### src/rtl/led_animation_button_sequencer_top_defines.svh
// ----------------------------------------------------------------------------
// led animation button sequencer assertion macros
// shared property wrappers, clocked on clock and disabled in reset
// ----------------------------------------------------------------------------
`ifndef LED_ANIMATION_BUTTON_SEQUENCER_TOP_DEFINES_SVH
`define LED_ANIMATION_BUTTON_SEQUENCER_TOP_DEFINES_SVH

// same-cycle implication
`define LAB_ASSERT_IMPL(name, ante, cons, msg) \
   name: assert property (@(posedge clock) disable iff (reset) (ante) |-> (cons)) \
      else $error(msg);

// next-cycle implication
`define LAB_ASSERT_NEXT(name, ante, cons, msg) \
   name: assert property (@(posedge clock) disable iff (reset) (ante) |=> (cons)) \
      else $error(msg);

`endif

### src/rtl/lab_pkg.sv
// ----------------------------------------------------------------------------
// lab_pkg
// types, constants and animation tables of the led animation sequencer
// ----------------------------------------------------------------------------
package lab_pkg;

   localparam int NUM_ANIMATIONS = 4;
   localparam int ROM_FRAMES     = 26;

   // input function codes
   localparam logic FUNC_TICK = 1'b0;
   localparam logic FUNC_WAKE = 1'b1;

   // csr indexes
   localparam logic [1:0] CSR_SHORT_PRESS = 2'd0;
   localparam logic [1:0] CSR_LONG_PRESS  = 2'd1;
   localparam logic [1:0] CSR_BRIGHT_STEP = 2'd2;

   localparam logic [7:0] SHORT_PRESS_RESET = 8'h05;
   localparam logic [7:0] LONG_PRESS_RESET  = 8'h30;
   localparam logic [7:0] BRIGHT_STEP_RESET = 8'h40;
   localparam logic [7:0] LEVEL_FULL        = 8'd255;

   typedef struct packed {
      logic [7:0] short_press_ticks;
      logic [7:0] long_press_ticks;
      logic [7:0] brightness_step;
   } cfg_type;

   typedef struct packed {
      logic [7:0] led_bits;
      logic       nose_on;
      logic [7:0] duty;
      logic       full_on;
      logic       sleeping;
   } result_type;

   typedef struct packed {
      logic [7:0] brightness;
      logic       dimming_enabled;
   } level_type;

   // apply a new brightness level
   function automatic level_type set_level(input logic [7:0] v, input logic [7:0] cur);
      level_type r;
      if (v == 8'd0) begin
         r.brightness      = 8'd0;
         r.dimming_enabled = 1'b0;
      end else if (v == LEVEL_FULL) begin
         r.brightness      = cur;
         r.dimming_enabled = 1'b0;
      end else begin
         r.brightness      = v;
         r.dimming_enabled = 1'b1;
      end
      return r;
   endfunction

   function automatic logic [4:0] anim_start(input logic [1:0] a);
      logic [4:0] r;
      case (a)
         2'd0:    r = 5'd0;
         2'd1:    r = 5'd2;
         2'd2:    r = 5'd6;
         2'd3:    r = 5'd25;
         default: r = 5'd0;
      endcase
      return r;
   endfunction

   function automatic logic [4:0] anim_count(input logic [1:0] a);
      logic [4:0] r;
      case (a)
         2'd0:    r = 5'd2;
         2'd1:    r = 5'd4;
         2'd2:    r = 5'd19;
         2'd3:    r = 5'd1;
         default: r = 5'd1;
      endcase
      return r;
   endfunction

   function automatic logic [7:0] anim_len(input logic [1:0] a);
      logic [7:0] r;
      case (a)
         2'd3:    r = 8'd255;
         default: r = 8'd24;
      endcase
      return r;
   endfunction

   // bit 8 nose, bits 7..0 led byte
   function automatic logic [8:0] rom_word(input logic [5:0] addr);
      logic [8:0] r;
      case (addr)
         6'd0:    r = 9'h0AA;
         6'd1:    r = 9'h155;
         6'd2:    r = 9'h000;
         6'd3:    r = 9'h100;
         6'd4:    r = 9'h1F0;
         6'd5:    r = 9'h1FF;
         6'd6:    r = 9'h000;
         6'd7:    r = 9'h000;
         6'd8:    r = 9'h080;
         6'd9:    r = 9'h0C0;
         6'd10:   r = 9'h0E0;
         6'd11:   r = 9'h0F0;
         6'd12:   r = 9'h0F8;
         6'd13:   r = 9'h0FC;
         6'd14:   r = 9'h0FE;
         6'd15:   r = 9'h0FF;
         6'd16:   r = 9'h1FF;
         6'd17:   r = 9'h000;
         6'd18:   r = 9'h000;
         6'd19:   r = 9'h1FF;
         6'd20:   r = 9'h1FF;
         6'd21:   r = 9'h000;
         6'd22:   r = 9'h000;
         6'd23:   r = 9'h1FF;
         6'd24:   r = 9'h1FF;
         6'd25:   r = 9'h1FF;
         default: r = 9'h000;
      endcase
      return r;
   endfunction

endpackage

### src/rtl/lab_csr.sv
// ----------------------------------------------------------------------------
// lab_csr
// configuration registers written through the csr port
// ----------------------------------------------------------------------------
module lab_csr
   import lab_pkg::*;
(
   input  logic       clock,
   input  logic       reset,
   input  logic       csr_write,
   input  logic [1:0] csr_index,
   input  logic [7:0] csr_data,
   output cfg_type    cfg
);

   cfg_type cfg_ff;
   cfg_type cfg_in;

   always_comb begin
      cfg_in = cfg_ff;
      if (csr_write) begin
         case (csr_index)
            CSR_SHORT_PRESS: cfg_in.short_press_ticks = csr_data;
            CSR_LONG_PRESS:  cfg_in.long_press_ticks  = csr_data;
            CSR_BRIGHT_STEP: cfg_in.brightness_step   = csr_data;
            default:         cfg_in = cfg_ff;
         endcase
      end
   end

   always_ff @(posedge clock) begin
      if (reset) begin
         cfg_ff.short_press_ticks <= SHORT_PRESS_RESET;
         cfg_ff.long_press_ticks  <= LONG_PRESS_RESET;
         cfg_ff.brightness_step   <= BRIGHT_STEP_RESET;
      end else begin
         cfg_ff <= cfg_in;
      end
   end

   assign cfg = cfg_ff;

endmodule

### src/rtl/lab_core.sv
// ----------------------------------------------------------------------------
// lab_core
// sequencer state and the per-item next state and result logic
// ----------------------------------------------------------------------------
module lab_core
   import lab_pkg::*;
(
   input  logic       clock,
   input  logic       reset,
   input  cfg_type    cfg,
   input  logic       fire,
   input  logic       func,
   input  logic       button_pressed,
   output result_type result
);

   logic [2:0] phase_ff, phase_in;
   logic [7:0] press_ff, press_in;
   logic [7:0] prev_ff, prev_in;
   logic [1:0] sel_ff, sel_in;
   logic [4:0] fidx_ff, fidx_in;
   logic [7:0] ftimer_ff, ftimer_in;
   logic [7:0] bright_ff, bright_in;
   logic       dim_ff, dim_in;
   logic       asleep_ff, asleep_in;

   always_comb begin
      level_type  lvl;
      logic [5:0] addr;
      logic [8:0] entry;
      logic [2:0] sel_wide;

      phase_in  = phase_ff;
      press_in  = press_ff;
      prev_in   = prev_ff;
      sel_in    = sel_ff;
      fidx_in   = fidx_ff;
      ftimer_in = ftimer_ff;
      bright_in = bright_ff;
      dim_in    = dim_ff;
      asleep_in = asleep_ff;
      lvl       = '0;
      addr      = '0;
      entry     = '0;
      sel_wide  = '0;
      result.led_bits = 8'd0;
      result.nose_on  = 1'b0;

      if (func == FUNC_WAKE) begin
         if (asleep_ff && button_pressed) begin
            lvl       = set_level(cfg.brightness_step, bright_ff);
            bright_in = lvl.brightness;
            dim_in    = lvl.dimming_enabled;
            asleep_in = 1'b0;
         end
      end else if (!asleep_ff) begin
         phase_in = phase_ff + 3'd1;
         // button logic once per phase wrap
         if (phase_in == 3'd0) begin
            if (button_pressed) begin
               if (press_ff <= cfg.long_press_ticks) begin
                  press_in = press_ff + 8'd1;
               end
            end else begin
               press_in = 8'd0;
            end
            if (press_in == cfg.long_press_ticks) begin
               lvl       = set_level(bright_ff + cfg.brightness_step, bright_ff);
               bright_in = lvl.brightness;
               dim_in    = lvl.dimming_enabled;
            end else if (prev_ff > cfg.short_press_ticks &&
                         prev_ff < cfg.long_press_ticks && press_in == 8'd0) begin
               sel_wide = {1'b0, sel_ff} + 3'd1;
               if (sel_wide >= 3'(NUM_ANIMATIONS)) begin
                  sel_in = 2'd0;
               end else begin
                  sel_in = sel_wide[1:0];
               end
               fidx_in   = 5'd0;
               ftimer_in = 8'd0;
            end else begin
               ftimer_in = ftimer_ff + 8'd1;
               if (ftimer_in >= anim_len(sel_ff)) begin
                  ftimer_in = 8'd0;
                  fidx_in   = fidx_ff + 5'd1;
                  if (fidx_in >= anim_count(sel_ff)) begin
                     fidx_in = 5'd0;
                  end
               end
            end
            prev_in = press_in;
         end
         if (bright_in != 8'd0) begin
            addr = 6'(anim_start(sel_in)) + 6'(fidx_in);
            if (addr < 6'(ROM_FRAMES)) begin
               entry = rom_word(addr);
            end
            result.led_bits = entry[7:0] & (8'd1 << phase_in);
            result.nose_on  = entry[8] && (phase_in == 3'd0);
         end else begin
            // off: go to sleep
            fidx_in   = 5'd0;
            ftimer_in = 8'd0;
            phase_in  = 3'd0;
            asleep_in = 1'b1;
         end
      end

      result.duty     = asleep_in ? 8'd0 : bright_in;
      result.full_on  = !asleep_in && !dim_in;
      result.sleeping = asleep_in;
   end

   always_ff @(posedge clock) begin
      if (reset) begin
         phase_ff  <= 3'd0;
         press_ff  <= 8'd0;
         prev_ff   <= 8'd0;
         sel_ff    <= 2'd0;
         fidx_ff   <= 5'd0;
         ftimer_ff <= 8'd0;
         bright_ff <= BRIGHT_STEP_RESET;
         dim_ff    <= 1'b1;
         asleep_ff <= 1'b0;
      end else if (fire) begin
         phase_ff  <= phase_in;
         press_ff  <= press_in;
         prev_ff   <= prev_in;
         sel_ff    <= sel_in;
         fidx_ff   <= fidx_in;
         ftimer_ff <= ftimer_in;
         bright_ff <= bright_in;
         dim_ff    <= dim_in;
         asleep_ff <= asleep_in;
      end
   end

endmodule

### src/rtl/led_animation_button_sequencer_top.sv
// ----------------------------------------------------------------------------
// led_animation_button_sequencer_top
// button driven led animation sequencer with brightness and sleep control
//
//   channel  direction  handshake            payload
//   req      in         req_valid/req_stall  req_func, req_button_pressed
//   rsp      out        rsp_valid/rsp_stall  rsp_led_bits, rsp_nose_on, rsp_duty,
//                                            rsp_full_on, rsp_sleeping
//   csr      in         csr_write            csr_index, csr_data
//
// one item per cycle sustained while rsp is not stalled; req passes the input register, then the result register
// the input register feeds the state logic and the result register directly
// reset sets all state but the payload registers at once, no clearing pass
// a stalled rsp holds one more item in the input register, then req stalls
// ----------------------------------------------------------------------------
`include "led_animation_button_sequencer_top_defines.svh"

module led_animation_button_sequencer_top
   import lab_pkg::*;
(
   input  logic       clock,
   input  logic       reset,
   input  logic       req_valid,
   output logic       req_stall,
   input  logic       req_func,
   input  logic       req_button_pressed,
   output logic       rsp_valid,
   input  logic       rsp_stall,
   output logic [7:0] rsp_led_bits,
   output logic       rsp_nose_on,
   output logic [7:0] rsp_duty,
   output logic       rsp_full_on,
   output logic       rsp_sleeping,
   input  logic       csr_write,
   input  logic [1:0] csr_index,
   input  logic [7:0] csr_data
);

   cfg_type    cfg;
   result_type result;
   result_type rsp_ff;
   logic       in_valid_ff, in_valid_in;
   logic       in_func_ff, in_pressed_ff;
   logic       rsp_valid_ff, rsp_valid_in;
   logic       out_ready;
   logic       fire;

   lab_csr u_csr (
      .clock     (clock),
      .reset     (reset),
      .csr_write (csr_write),
      .csr_index (csr_index),
      .csr_data  (csr_data),
      .cfg       (cfg)
   );

   lab_core u_core (
      .clock          (clock),
      .reset          (reset),
      .cfg            (cfg),
      .fire           (fire),
      .func           (in_func_ff),
      .button_pressed (in_pressed_ff),
      .result         (result)
   );

   assign out_ready = !rsp_valid_ff || !rsp_stall;
   assign fire      = in_valid_ff && out_ready;
   assign req_stall = in_valid_ff && !out_ready;

   always_comb begin
      in_valid_in = req_stall ? in_valid_ff : req_valid;
      if (fire) begin
         rsp_valid_in = 1'b1;
      end else begin
         rsp_valid_in = rsp_valid_ff && rsp_stall;
      end
   end

   always_ff @(posedge clock) begin
      if (reset) begin
         in_valid_ff  <= 1'b0;
         rsp_valid_ff <= 1'b0;
      end else begin
         in_valid_ff  <= in_valid_in;
         rsp_valid_ff <= rsp_valid_in;
      end
   end

   // payload registers
   always_ff @(posedge clock) begin
      if (!req_stall) begin
         in_func_ff    <= req_func;
         in_pressed_ff <= req_button_pressed;
      end
      if (fire) begin
         rsp_ff <= result;
      end
   end

   assign rsp_valid    = rsp_valid_ff;
   assign rsp_led_bits = rsp_ff.led_bits;
   assign rsp_nose_on  = rsp_ff.nose_on;
   assign rsp_duty     = rsp_ff.duty;
   assign rsp_full_on  = rsp_ff.full_on;
   assign rsp_sleeping = rsp_ff.sleeping;

   `LAB_ASSERT_IMPL(a_sleep_dark, rsp_valid_ff && rsp_ff.sleeping, rsp_ff.duty == 8'd0 && !rsp_ff.full_on && rsp_ff.led_bits == 8'd0 && !rsp_ff.nose_on, "sleeping result not dark")
   `LAB_ASSERT_IMPL(a_one_led, rsp_valid_ff, $countones(rsp_ff.led_bits) <= 1, "more than one led set")
   `LAB_ASSERT_IMPL(a_fire_room, fire, !rsp_valid_ff || !rsp_stall, "result overwritten while stalled")
   `LAB_ASSERT_NEXT(a_hold_item, in_valid_ff && !fire, in_valid_ff && $stable(in_func_ff) && $stable(in_pressed_ff), "held item lost")
   `LAB_ASSERT_NEXT(a_fire_shows, fire, rsp_valid_ff, "fired item gave no result")

endmodule
### config.mk
export PLATFORM = sky130hd
export DESIGN_NAME = led_animation_button_sequencer_top
export DESIGN_NICKNAME = d
export VERILOG_FILES = /design/src/rtl/lab_pkg.sv /design/src/rtl/lab_csr.sv /design/src/rtl/lab_core.sv /design/src/rtl/led_animation_button_sequencer_top.sv
export VERILOG_INCLUDE_DIRS = /design/src /design/src/rtl
export SDC_FILE = /design/constraint.sdc
export NUM_CORES = 1
export LEC_CHECK = 0
export BUFFER_PORTS_ARGS = -buffer_cell sky130_fd_sc_hd__buf_4
export CAP_MARGIN = 20
export CORE_MARGIN = 8
export CORE_UTILIZATION = 32
export CTS_CLUSTER_DIAMETER = 30
export DETAILED_ROUTE_END_ITERATION = 10
export PLACE_DENSITY = 0.47
export SLEW_MARGIN = 0
export SYNTH_ARGS = -nofsm -noshare
export SYNTH_HDL_FRONTEND = slang
export SYNTH_SLANG_ARGS = --single-unit
### constraint.sdc
create_clock -name clock -period 5.65 [get_ports clock]
set_clock_uncertainty 0.2 [all_clocks]
set_input_delay 0.565 -clock clock [delete_from_list [all_inputs] [get_ports clock]]
set_output_delay 0.565 -clock clock [all_outputs]
set_load 0.005 [all_outputs]
==> results.md <==
- CP max-delay cell: or4_4
- Final ANT Viol Nets: 0
- I/O Pins: 38
- CTS Hold Bufs: 0
- Nets: 843
- Initial antenna violation count: 0
- Max frequency: roughly 180 MHz
- Yosys top cell by area: dfxtp_1
- Ys flop type: dfxtp_1
- Worst EP arrival: between 5 and 6 ns
- Crit end category: flip-flop
- Max_slew headroom: 0.427
- Syn Std Cell Area: 6030 sq um
- Met2 routed WL: between 8 and 9 mm
- GP Congestion: 0.878
- Top Layer Used: met4
- CTS H-tree depth: 3
- Area Growth Syn to Fin: 21.4%
- Root buffer cell: clkbuf_16
- Clk_lat worst skew: ~0.36 ns
- Final min period: about 5.5 ns
- Max cap viols: 0
- Drt drc: 0
- Dpl hpwl: between 10 and 15 mm
- Final WL: approximately 17 mm
- Period utilisation layout: 0.978
- Finished Layout Cells: just over 1k
- Hold crit path type: input pin to flip-flop
- Yosys warns: 0
- Worst-Margin Slew: ~0.85 ns
- Post-Syn Nets: around 800
- Total grt overflow: 0
- Critical-path cell list: inv_1 -> ha_4 -> nand4_1 -> buf_4 -> nor2_4 -> a211oi_4 -> or4_4 -> nand3_1 -> and4b_2 -> o2111ai_4 -> o211a_4 -> mux2_4 -> ha_4 -> inv_1 -> ha_1 -> a21o_1 -> a21oi_2 -> xor2_2 -> nor2_1 -> nand2_1 -> nand3_2 -> nand3_4 -> nor3_4 -> and3_4
- CP peak stage delay: 0.57 ns
- Die width: approximately 150 um
- Largest net degree at the start of global routing: 47
- # rows: 50
- Setup CP Type: flip-flop to flip-flop
- Proportion of layout cells with a drive suffix above 1: 0.188
- Dpl cells: about 980
- Die height: ~150 um
- Initial core utilization: 0.325
- Register area: ~1900 sq um
- Peak supply drop: approximately 0.00016 V
- DR iter-0 viols: ~500
- First-pass GRT wire length: about 28 mm
- Final setup violation count: 0
- Cell Pwr Density: 200 nW/um^2
- DP Area: between 6000 and 7000 sq um
- Core Area: about 19000 sq um
- Wire length per cell: 16.9 um
- EDFF count, synth: 21
- CTS buffer count: 9
- Port buffer count: 37
- Worst-path clk slew: roughly 0.07 ns
- Critical path peak fanout: 5
- Syn Area/Cell: 8.50 sq um
- Top cells by area, synth: dfxtp_1 21%, ha_1 12%, edfxtp_1 10%
- Final Hold Viols: 0
- Crit-path leading delay family: simple AND/OR/NAND/NOR gates
- Leak pwr: 3.09 nW
- Netlist cell types: 85
- DRT Pass-1 Iters: 5
- Worst slack at placement: -0.108 ns
- DR WL met3: approximately 580 um
- Routed vias/inst: 5.46
- Post-synth ARST share: 0
- Ant. Diodes: 0
- Die area: between 20000 and 25000 sq um
- Multi-input gate area: between 4000 and 5000 sq um
- Worst EP required: around 5.7 ns
- Fillers: approximately 1.9k
- CTS tree: yes
- Worst setup SP type: flip-flop
- Buffers & Inverters on Critical Path: 3
- Setup tns final: 0 ns
- Final Slew Violations: 0
- Post-Route M1 WL: roughly 7.9 mm
- CTS sink cnt: 83
- Outcome: finished, final reports clean
- Gr usage total: 0.145
- Gate Count Post-Synth: 709
- Sequential share of the synthesized area: 0.310
- Max Buffers Root-to-Sink: 2
- Synth top area share: 0.206
- Via count: 5495
- Final WS setup: about 0.12 ns
- Synth Register Bits: 83
- Vias in the first global route: about 5.4k
- Design area: ~7300 sq um
==> cell families after synthesis <==
kind of cell | after synthesis | synth area share
AND/OR/NAND/NOR | 266 | 0.226
buffers and inverters | 71 | 0.0467
XOR/XNOR | 24 | 0.0349
multiplexers | 28 | 0.0473
AO/OA/AOI/OAI | 179 | 0.212
flip-flops | 83 | 0.310
adder cells (fa/ha/maj) | 58 | 0.123
==> worst paths after layout <==
kind | startpoint | end | slack (ns) | cells past startpoint
min reg2reg | in_valid_ff$_SDFFE_PP0N_ | rsp_valid$_SDFF_PP0_ | 0.29 | 2
max reg2reg | u_csr.cfg[10]$_SDFFE_PP0P_ | rsp_led_bits[2]$_SDFFCE_PP0P_ | 0.12 | 24
min | req_button_pressed | in_pressed_ff$_DFFE_PN_ | 0.18 | 1
max | u_csr.cfg[10]$_SDFFE_PP0P_ | rsp_led_bits[2]$_SDFFCE_PP0P_ | 0.12 | 24
==> worst register-to-register path: stages, from the launching register on <==
cell	delay, ns
dfxtp_1	0.33
inv_1	0.10
ha_4	0.30
nand4_1	0.14
buf_4	0.18
nor2_4	0.22
a211oi_4	0.08
or4_4	0.57
nand3_1	0.10
and4b_2	0.28
o2111ai_4	0.15
o211a_4	0.29
mux2_4	0.34
ha_4	0.30
inv_1	0.05
ha_1	0.28
a21o_1	0.19
a21oi_2	0.20
xor2_2	0.11
nor2_1	0.12
nand2_1	0.10
nand3_2	0.09
nand3_4	0.13
nor3_4	0.31
and3_4	0.23
==> Yosys cell counts (11+ instances only) <==
cell / number
a21o_1: 18
a21oi_1: 54
clkbuf_1: 21
dfxtp_1: 62
edfxtp_1: 21
ha_1: 56
inv_1: 42
mux2i_1: 24
nand2_1: 56
nand2b_1: 11
nand3_1: 24
nand4_1: 11
nor2_1: 79
nor3_1: 21
nor4_1: 11
o21ai_0: 21
xnor2_1: 15
==> final cells by class <==
type / count / area share
clock buffers: 10 / 0.0342
clock inverters: 6 / 0.00786
inverters: 44 / 0.0226
multi-input cells: 556 / 0.562
flip-flops and latches: 83 / 0.256
well taps: 234 / 0.0400
repair buffers: 74 / 0.0776
==> routing by layer <==
metal | global-route usage | vias up
met1 | 0.181 | 2621
met4 | 0.0594 | 0
met2 | 0.242 | 114
met5 | 0 | -
met3 | 0.0257 | 26
li1 | - | 2734
==> placed cells by master, fill, tap and decap left out, types with 4 or more instances in the layout <==
cell	instances
mux2i_1	24
and2_1	6
a32o_1	4
nand2b_1	11
o21ai_0	19
o211a_1	5
inv_6	4
clkbuf_16	10
dfxtp_1	60
and3_1	7
nand3_1	20
nor2_1	79
a21o_1	18
o41ai_1	7
a21oi_1	50
buf_4	73
xor2_1	8
nand2_1	56
xnor2_1	15
a211oi_1	8
o221ai_1	4
o21a_1	4
nand4_1	11
o21ai_1	4
a31oi_1	7
inv_1	42
or2_2	5
nor4_1	8
o211ai_1	4
nand3b_1	4
nor3_1	21
ha_1	52
a22o_1	4
nor2b_1	5
edfxtp_1	21
==> registers in the layout, indices dropped and copies added (netlist names), 2 cells and up <==
register,cells
u_csr.cfg,24
u_core.bright_ff,8
u_core.fidx_ff,5
rsp_led_bits,8
u_core.ftimer_ff,8
u_core.sel_ff,2
u_core.press_ff,8
u_core.phase_ff,3
rsp_duty,8
==> stage by stage <==
step | util | power [W] | hold slack (ns)
floorplan | - | 0.000777 | 0.249
global placement | 0.361 | 0.000844 | 0.266
detailed placement | 0.361 | 0.000846 | 0.283
CTS | 0.379 | 0.00147 | 0.171
global route | 0.394 | 0.00153 | 0.177
finish | 0.394 | 0.00146 | 0.180
==> report_power, final <==
part           leakage [nW]  internal (W)  total, W  switching (W)
clock                 0.153      0.000338  0.000620       0.000282
combinational          2.23     0.0000808  0.000197       0.000117
sequential            0.707      0.000628  0.000646      0.0000185
==> repair_timing <==
action                                  CTS  global route
pin swaps                                 0            12
endpoints found under the setup margin    9             9
gates cloned                              0             1
buffers inserted                          0             6
resized for setup                         6            38
Power figures use the tool's default switching activity.
